[src/rtl/blp_pkg.sv]
// ----------------------------------------------------------------------------
// Bresenham line points: shared types
// Command and status bundles between controller and datapath, and the
// controller's state encoding.
// ----------------------------------------------------------------------------
package blp_pkg;

	// Commands from the controller to the datapath.
	typedef struct packed {
		logic load;   // capture a new line and work out its deltas
		logic setup;  // choose the major axis and seed the error term
		logic step;   // advance one point and present it on the output
	} blp_cmd_t;

	// Status from the datapath back to the controller.
	typedef struct packed {
		logic len_zero;   // the captured line has no points to emit
		logic last_step;  // the next step produces the end point
		logic out_free;   // the output register can take a point this cycle
	} blp_status_t;

	typedef enum logic [2:0] {
		ST_IDLE  = 3'b001,
		ST_SETUP = 3'b010,
		ST_RUN   = 3'b100
	} blp_state_t;

endpackage

[src/rtl/blp_if.sv]
// ----------------------------------------------------------------------------
// Bresenham line points: channel interfaces
// Valid/ready channels for the incoming lines and the outgoing points.
// ----------------------------------------------------------------------------
interface blp_line_if #(
	parameter int unsigned COORD_BITS = 6
);
	logic                  valid;
	logic                  ready;
	logic [COORD_BITS-1:0] start_x;
	logic [COORD_BITS-1:0] start_y;
	logic [COORD_BITS-1:0] end_x;
	logic [COORD_BITS-1:0] end_y;

	modport source (output valid, output start_x, output start_y, output end_x,
		output end_y, input ready);
	modport sink (input valid, input start_x, input start_y, input end_x,
		input end_y, output ready);
endinterface

interface blp_point_if #(
	parameter int unsigned COORD_BITS = 6
);
	logic                  valid;
	logic                  ready;
	logic [COORD_BITS-1:0] point_x;
	logic [COORD_BITS-1:0] point_y;
	logic                  last_point;

	modport source (output valid, output point_x, output point_y, output last_point,
		input ready);
	modport sink (input valid, input point_x, input point_y, input last_point,
		output ready);
endinterface

[src/rtl/blp_ctrl.sv]
// ----------------------------------------------------------------------------
// Bresenham line points: controller
// Sequences load, setup and one step per free output slot for each line.
// ----------------------------------------------------------------------------
module blp_ctrl (
	input  logic                clk,
	input  logic                arst_n,
	input  logic                in_valid,
	output logic                in_ready,
	input  blp_pkg::blp_status_t status,
	output blp_pkg::blp_cmd_t    cmd
);

	blp_pkg::blp_state_t state_q;
	blp_pkg::blp_state_t state_d;

	always_comb begin
		state_d   = state_q;
		cmd       = '0;
		in_ready  = 1'b0;
		unique case (state_q)
			blp_pkg::ST_IDLE: begin
				in_ready = 1'b1;
				if (in_valid) begin
					cmd.load = 1'b1;
					state_d  = blp_pkg::ST_SETUP;
				end
			end
			blp_pkg::ST_SETUP: begin
				cmd.setup = 1'b1;
				state_d   = status.len_zero ? blp_pkg::ST_IDLE : blp_pkg::ST_RUN;
			end
			blp_pkg::ST_RUN: begin
				if (status.out_free) begin
					cmd.step = 1'b1;
					if (status.last_step) begin
						state_d = blp_pkg::ST_IDLE;
					end
				end
			end
			default: begin
				state_d = blp_pkg::ST_IDLE;
			end
		endcase
	end

	always_ff @(posedge clk or negedge arst_n) begin
		if (!arst_n) begin
			state_q <= blp_pkg::ST_IDLE;
		end else begin
			state_q <= state_d;
		end
	end

endmodule

[src/rtl/blp_dp.sv]
// ----------------------------------------------------------------------------
// Bresenham line points: datapath
// Delta, error-term and coordinate registers, plus the output register.
// ----------------------------------------------------------------------------
module blp_dp #(
	parameter int unsigned COORD_BITS = 6
) (
	input  logic                  clk,
	input  logic                  arst_n,
	input  blp_pkg::blp_cmd_t     cmd,
	output blp_pkg::blp_status_t  status,
	input  logic [COORD_BITS-1:0] start_x,
	input  logic [COORD_BITS-1:0] start_y,
	input  logic [COORD_BITS-1:0] end_x,
	input  logic [COORD_BITS-1:0] end_y,
	output logic [COORD_BITS-1:0] point_x,
	output logic [COORD_BITS-1:0] point_y,
	output logic                  last_point,
	output logic                  out_valid,
	input  logic                  out_ready
);

	// The error term stays within (-2M, 2M] for a major delta M below 2^COORD_BITS.
	localparam int unsigned ErrBits = COORD_BITS + 3;

	logic [COORD_BITS-1:0] cx_q, cy_q, adx_q, ady_q, rem_q;
	logic                  xneg_q, yneg_q, xmaj_q;
	logic [COORD_BITS:0]   major_two_q, minor_two_q;
	logic [ErrBits-1:0]    err_q;
	logic                  out_v_q;

	logic [COORD_BITS:0]   ddx, ddy;
	logic [COORD_BITS-1:0] adx_c, ady_c, major_c, minor_c;
	logic                  xmaj_c;
	logic [ErrBits-1:0]    err_init, err_next, err_sub;
	logic                  minor_step, maj_neg, step_x, step_y;
	logic [COORD_BITS-1:0] cx_next, cy_next;

	// Load: signed deltas and their magnitudes.
	always_comb begin
		ddx   = {1'b0, end_x} - {1'b0, start_x};
		ddy   = {1'b0, end_y} - {1'b0, start_y};
		adx_c = ddx[COORD_BITS] ? COORD_BITS'(~ddx + 1'b1) : ddx[COORD_BITS-1:0];
		ady_c = ddy[COORD_BITS] ? COORD_BITS'(~ddy + 1'b1) : ddy[COORD_BITS-1:0];
	end

	// Setup: x takes the major axis on a tie.
	always_comb begin
		xmaj_c   = adx_q >= ady_q;
		major_c  = xmaj_c ? adx_q : ady_q;
		minor_c  = xmaj_c ? ady_q : adx_q;
		err_init = ErrBits'({minor_c, 1'b0}) - ErrBits'(major_c);
	end

	// Step: the minor axis moves on a positive error, or on zero error when
	// the major direction is positive, which keeps lines symmetric.
	always_comb begin
		maj_neg    = xmaj_q ? xneg_q : yneg_q;
		minor_step = (!err_q[ErrBits-1] && (err_q != '0)) || ((err_q == '0) && !maj_neg);
		err_sub    = minor_step ? ErrBits'(major_two_q) : '0;
		err_next   = err_q + ErrBits'(minor_two_q) - err_sub;
		step_x     = xmaj_q || minor_step;
		step_y     = !xmaj_q || minor_step;
		cx_next    = cx_q;
		cy_next    = cy_q;
		if (step_x) begin
			cx_next = xneg_q ? cx_q - 1'b1 : cx_q + 1'b1;
		end
		if (step_y) begin
			cy_next = yneg_q ? cy_q - 1'b1 : cy_q + 1'b1;
		end
	end

	always_ff @(posedge clk) begin
		if (cmd.load) begin
			cx_q   <= start_x;
			cy_q   <= start_y;
			adx_q  <= adx_c;
			ady_q  <= ady_c;
			xneg_q <= ddx[COORD_BITS];
			yneg_q <= ddy[COORD_BITS];
		end
		if (cmd.setup) begin
			xmaj_q      <= xmaj_c;
			major_two_q <= {major_c, 1'b0};
			minor_two_q <= {minor_c, 1'b0};
			err_q       <= err_init;
			rem_q       <= major_c;
		end
		if (cmd.step) begin
			cx_q       <= cx_next;
			cy_q       <= cy_next;
			err_q      <= err_next;
			rem_q      <= rem_q - 1'b1;
			point_x    <= cx_next;
			point_y    <= cy_next;
			last_point <= status.last_step;
		end
	end

	always_ff @(posedge clk or negedge arst_n) begin
		if (!arst_n) begin
			out_v_q <= 1'b0;
		end else if (cmd.step) begin
			out_v_q <= 1'b1;
		end else if (out_ready) begin
			out_v_q <= 1'b0;
		end
	end

	assign out_valid        = out_v_q;
	assign status.len_zero  = (major_c == '0);
	assign status.last_step = (rem_q == COORD_BITS'(1));
	assign status.out_free  = !out_v_q || out_ready;

endmodule

[src/rtl/bresenham_line_points_top.sv]
// ----------------------------------------------------------------------------
// Bresenham line points: top level
// Turns a line given by its start and end points into a stream of points.
// ----------------------------------------------------------------------------
// Each beat on the line channel carries a start and an end point; the block
// answers with one beat per point of the Bresenham line, beginning at the point
// after the start and ending at the end point, whose beat has last_point set.
// A line whose start equals its end produces no beats at all. Lines are taken
// one at a time: the cycle that accepts a line also loads it, a setup state
// follows, then one point per cycle for as long as the point sink keeps
// ready high; the line channel is held off through setup and until the last
// point of the line has been stepped, and the point rate is set by the single
// error-term and coordinate update that runs once per point. The last point
// sits in the output register, so the next line can be accepted while it
// still waits to be taken.
// ----------------------------------------------------------------------------
module bresenham_line_points_top #(
	parameter int unsigned COORD_BITS = 6
) (
	input logic          clk,
	input logic          arst_n,
	blp_line_if.sink     lines,
	blp_point_if.source  points
);

	blp_pkg::blp_cmd_t    cmd;
	blp_pkg::blp_status_t status;

	// The controller alone decides when a line beat is accepted and when the
	// datapath advances; the datapath owns every coordinate register.
	blp_ctrl u_ctrl (
		.clk      (clk),
		.arst_n   (arst_n),
		.in_valid (lines.valid),
		.in_ready (lines.ready),
		.status   (status),
		.cmd      (cmd)
	);

	blp_dp #(
		.COORD_BITS (COORD_BITS)
	) u_dp (
		.clk        (clk),
		.arst_n     (arst_n),
		.cmd        (cmd),
		.status     (status),
		.start_x    (lines.start_x),
		.start_y    (lines.start_y),
		.end_x      (lines.end_x),
		.end_y      (lines.end_y),
		.point_x    (points.point_x),
		.point_y    (points.point_y),
		.last_point (points.last_point),
		.out_valid  (points.valid),
		.out_ready  (points.ready)
	);

endmodule

[src/flat_wrapper.sv]
// flat-port wrapper written by rule: the top's interface ports become plain ports
module bresenham_line_points_top_flat 
#(
	parameter int unsigned COORD_BITS = 6
)
  (clk, arst_n, lines_valid, lines_start_x, lines_start_y, lines_end_x, lines_end_y, lines_ready, points_valid, points_point_x, points_point_y, points_last_point, points_ready);
  blp_line_if #(.COORD_BITS(COORD_BITS)) lines_i ();
  blp_point_if #(.COORD_BITS(COORD_BITS)) points_i ();
  input logic clk;
  input logic arst_n;
  input wire logic [$bits(lines_i.valid)-1:0] lines_valid;
  input wire logic [$bits(lines_i.start_x)-1:0] lines_start_x;
  input wire logic [$bits(lines_i.start_y)-1:0] lines_start_y;
  input wire logic [$bits(lines_i.end_x)-1:0] lines_end_x;
  input wire logic [$bits(lines_i.end_y)-1:0] lines_end_y;
  output wire logic [$bits(lines_i.ready)-1:0] lines_ready;
  output wire logic [$bits(points_i.valid)-1:0] points_valid;
  output wire logic [$bits(points_i.point_x)-1:0] points_point_x;
  output wire logic [$bits(points_i.point_y)-1:0] points_point_y;
  output wire logic [$bits(points_i.last_point)-1:0] points_last_point;
  input wire logic [$bits(points_i.ready)-1:0] points_ready;
  assign lines_i.valid = lines_valid;
  assign lines_i.start_x = lines_start_x;
  assign lines_i.start_y = lines_start_y;
  assign lines_i.end_x = lines_end_x;
  assign lines_i.end_y = lines_end_y;
  assign lines_ready = lines_i.ready;
  assign points_valid = points_i.valid;
  assign points_point_x = points_i.point_x;
  assign points_point_y = points_i.point_y;
  assign points_last_point = points_i.last_point;
  assign points_i.ready = points_ready;
  bresenham_line_points_top #(.COORD_BITS(COORD_BITS)) u_core (.clk(clk), .arst_n(arst_n), .lines(lines_i), .points(points_i));
endmodule
[config.mk]
export PLATFORM = sky130hd
export DESIGN_NAME = bresenham_line_points_top_flat
export DESIGN_NICKNAME = d
export VERILOG_FILES = /design/src/rtl/blp_pkg.sv /design/src/rtl/blp_if.sv /design/src/rtl/blp_ctrl.sv /design/src/rtl/blp_dp.sv /design/src/rtl/bresenham_line_points_top.sv /design/src/flat_wrapper.sv
export SDC_FILE = /design/constraint.sdc
export NUM_CORES = 1
export LEC_CHECK = 0
export BUFFER_PORTS_ARGS = -buffer_cell sky130_fd_sc_hd__buf_2
export CORE_UTILIZATION = 61
export CTS_CLUSTER_DIAMETER = 100
export CTS_CLUSTER_SIZE = 10
export DETAILED_ROUTE_END_ITERATION = 6
export GPL_ROUTABILITY_DRIVEN = 0
export PLACE_DENSITY_LB_ADDON = 0.15
export RECOVER_POWER = 100
export SYNTH_ARGS = -nofsm -noshare
export SYNTH_HDL_FRONTEND = slang
export SYNTH_SLANG_ARGS = --single-unit
[constraint.sdc]
create_clock -name clk -period 4.43 [get_ports clk]
set_input_delay 0.2215 -clock clk [delete_from_list [all_inputs] [get_ports clk]]
set_output_delay 0.2215 -clock clk [all_outputs]
set_load 0.05 [all_outputs]
==> flow_summary.json <==
{
  "status": "finished, violations left",
  "violations": "capacitance limit, slew limit",
  "r2r.worst_path.cells": 13,
  "end_kind": "register",
  "track_usage_pct": 24.9,
  "nets": 602,
  "fin_skew_ps": 10.5,
  "port-buffer-count": 42,
  "drt_iter0_drc": 197,
  "final_cell_area_um2": 5420,
  "r2r_slack_ps": 610,
  "slowest_delay_ps": 450,
  "final_core_util_pct": 69.4,
  "fmax_mhz": 262,
  "irDropWorstVdd_mv": 0.399,
  "setup_viol_count_final": 0,
  "synthFlopType": "edfxtp_1",
  "tns_ps": 0,
  "cp_cell_sequence": "ha_1, a21oi_2, o21ai_0, a221oi_1, buf_4, mux2i_1, ha_1, a21o_1, nand3_1, nand2_1, a211o_1, a311oi_1, a21o_1",
  "crit_type": "register to register",
  "insertion_delay_ps": 350,
  "start_kind": "register",
  "final.hold.worst_slack_ps": 101,
  "power_density_nw_per_um2": 678,
  "via_per_inst": 5.57,
  "synth.yosys.seq_area_share_pct": 42.6,
  "rsz0062_at_grt": "false",
  "crit_arrival_ps": 4040,
  "cts_setup_buffers": 0,
  "ant_nets": 0,
  "htreeDepth": 3,
  "yosysMostFrequentCell": "inv_1",
  "fin_crit_ps": 3820,
  "routed_wirelength_um": 9660,
  "avgSynthCellArea_um2": 10.5,
  "dr.pass1.iters": 4,
  "numClockSinks": 71,
  "cts_tree": "built",
  "synth_area_leaders": "edfxtp_1, ha_1, inv_1, fa_1, xnor2_1",
  "fp.dieH_um": 92.2,
  "min_path_cells": 2,
  "async_reset_ff_share_pct": 5.63,
  "core_area_um2": 7810,
  "critPathMaxFanout": 20,
  "start_util_pct": 63.5,
  "ys_top_cells_by_count": "inv_1, edfxtp_1, ha_1",
  "r2r-end": "u_core.u_dp.err_q[8]",
  "cts_root_buffer": "clkbuf_8",
  "worst_ep_required_time_ps": 4660,
  "hold_start": "lines_valid",
  "die-area_um2": 8490,
  "hold_violations": 0,
  "drive_gt1_share_pct": 11.8,
  "fp.dieW_um": 92.2,
  "synth_fp_nets": 552,
  "pin_count": 43,
  "antennaDiodeCount": 0,
  "ys_ff_latch": 71,
  "synth_cell_types": 58,
  "synthToLayoutAreaGrowth_pct": 9.26,
  "cpMaxStageDelayCell": "edfxtp_1",
  "cts-buffers-inserted": 9,
  "min_path_type": "input pin to register",
  "synth-edff-count": 67,
  "grt_pass1_vias": 3448,
  "p_leak_nw": 2.40,
  "max-slew-margin-rel_pct": -3.61,
  "clkTransAtPathRegs_ps": 80,
  "finalPower_w": 0.00367,
  "r2r_start": "u_core.u_dp.adx_q[2]",
  "synth_top_area_share_pct": 40.6,
  "place_hpwl_um": 7390,
  "vias": 3496,
  "row_count": 32,
  "drc": 0,
  "hold_path_end": "u_core.u_ctrl.state_q[1]",
  "cts_resized": 0,
  "antenna_found_initial": 0,
  "ctsLongestPathBuffers": 2,
  "dpl_cell_area_um2": 5280,
  "worst_pin_slew_ps": 1550,
  "slew_violations": 27,
  "gr-total-overflow": 0,
  "ys.warnings.count": 0,
  "syn_inst": 471,
  "synth.largest_area_cell": "edfxtp_1",
  "grt_start_max_net_pins": 27,
  "synth_area_um2": 4960,
  "drv_cap": 1,
  "grt_pass1_wl_um": 16000,
  "min_period_over_period_pct": 86.2,
  "post_drt_wl_per_cell_um": 15.4
}
## report_power, final
group	total, W	switching [W]	internal, W
clock network	0.000499	0.000244	0.000255
registers	0.00116	0.000110	0.00105
logic	0.00201	0.00121	0.000807
## how the worst max path moves through the flow
stage | start | to | slack [ps]
4_1_cts | u_core.u_dp.adx_q[2] | u_core.u_dp.err_q[8] | 790
2_1_floorplan | u_core.u_dp.adx_q[2] | u_core.u_dp.err_q[7] | 1270
6_report | u_core.u_dp.adx_q[2] | u_core.u_dp.err_q[8] | 610
3_3_place_gp | u_core.u_dp.err_q[5] | u_core.u_dp.err_q[8] | 890
5_1_grt | u_core.u_dp.err_q[5] | u_core.u_dp.err_q[8] | 480
3_5_place_dp | u_core.u_dp.err_q[5] | u_core.u_dp.err_q[8] | 810
## cells in the final DEF (no fill, tap or decap), types with 4 or more instances in the layout
master / instances
mux2i_1: 13
nor2_1: 24
ha_1: 41
inv_1: 73
nor2b_1: 8
xnor2_1: 20
o21ai_0: 30
buf_2: 26
or3_1: 5
and2_1: 6
a31oi_1: 8
a21oi_1: 21
and3_1: 4
clkbuf_8: 9
edfxtp_1: 67
nand3_1: 5
nand2b_1: 6
a21o_1: 9
mux2_2: 14
nand2_1: 33
clkbuf_1: 18
xor2_1: 14
fa_1: 12
nor3_1: 5
## critical path: cells and delay by family (launching register included)
kind	cells	cell delay (ps)
adders and majority gates	2	740
DFF	1	450
and+or+nand+nor	2	170
AOI/OAI and AO/OA	7	1610
muxes	1	430
buffers and inverters	1	310
## metal layers
layer | part of all wire (%) | vias up | global-route usage, % | wire, µm
li1 | - | 1754 | - | -
met1 | 46 | 1660 | 32.8 | 4470
met2 | 49 | 67 | 42.7 | 4780
met4 | 1.3 | 0 | 8.20 | 121
met3 | 3.0 | 15 | 3.23 | 288
met5 | 0 | - | 0 | 0
## state kept, by name, indices dropped and copies added, names as in the netlist
signal,cells
u_core.u_dp.xmaj_q,1
u_core.u_dp.err_q,9
u_core.u_dp.point_x,6
u_core.u_dp.ady_q,6
u_core.u_dp.cx_q,6
u_core.u_dp.point_y,6
u_core.u_ctrl.state_q,3
u_core.u_dp.out_valid,1
u_core.u_dp.major_two_q,6
u_core.u_dp.minor_two_q,6
u_core.u_dp.xneg_q,1
u_core.u_dp.yneg_q,1
u_core.u_dp.cy_q,6
u_core.u_dp.last_point,1
u_core.u_dp.adx_q,6
u_core.u_dp.rem_q,6
## area by class of cell
class | count | area, µm²
clock buffers | 9 | 124
clock inverters | 7 | 63.8
fillers | 627 | 2390
inverters | 73 | 274
multi-input cells | 320 | 2500
flip-flops and latches | 71 | 2110
well taps | 102 | 128
repair buffers | 46 | 215
## what timing repair did
item,in CTS,in global routing
hold buffers,1,0
endpoints found under the hold margin,4,0
setup endpoints to repair,0,0
## through the flow
step / worst slack (ps) / cells
final: 613 / 628
after global routing: 478 / 628
after CTS: 790 / 628
after detailed placement: 807 / 611
after global placement: 889 / 611
after floorplan: 1270 / 471
## cell families (layout without fill, tap and decap cells)
kind of cell | count (synthesis) | count (layout) | synth area share (%)
xor gates and xnor gates | 34 | 34 | 6.01
AOI/OAI and AO/OA | 92 | 92 | 11.8
adders and majority gates | 53 | 53 | 15.2
DFF | 71 | 71 | 42.6
buffers and inverters | 80 | 135 | 6.41
and+or+nand+nor | 113 | 113 | 11.8
muxes | 28 | 28 | 6.11
(Power assumes the default switching activity.)
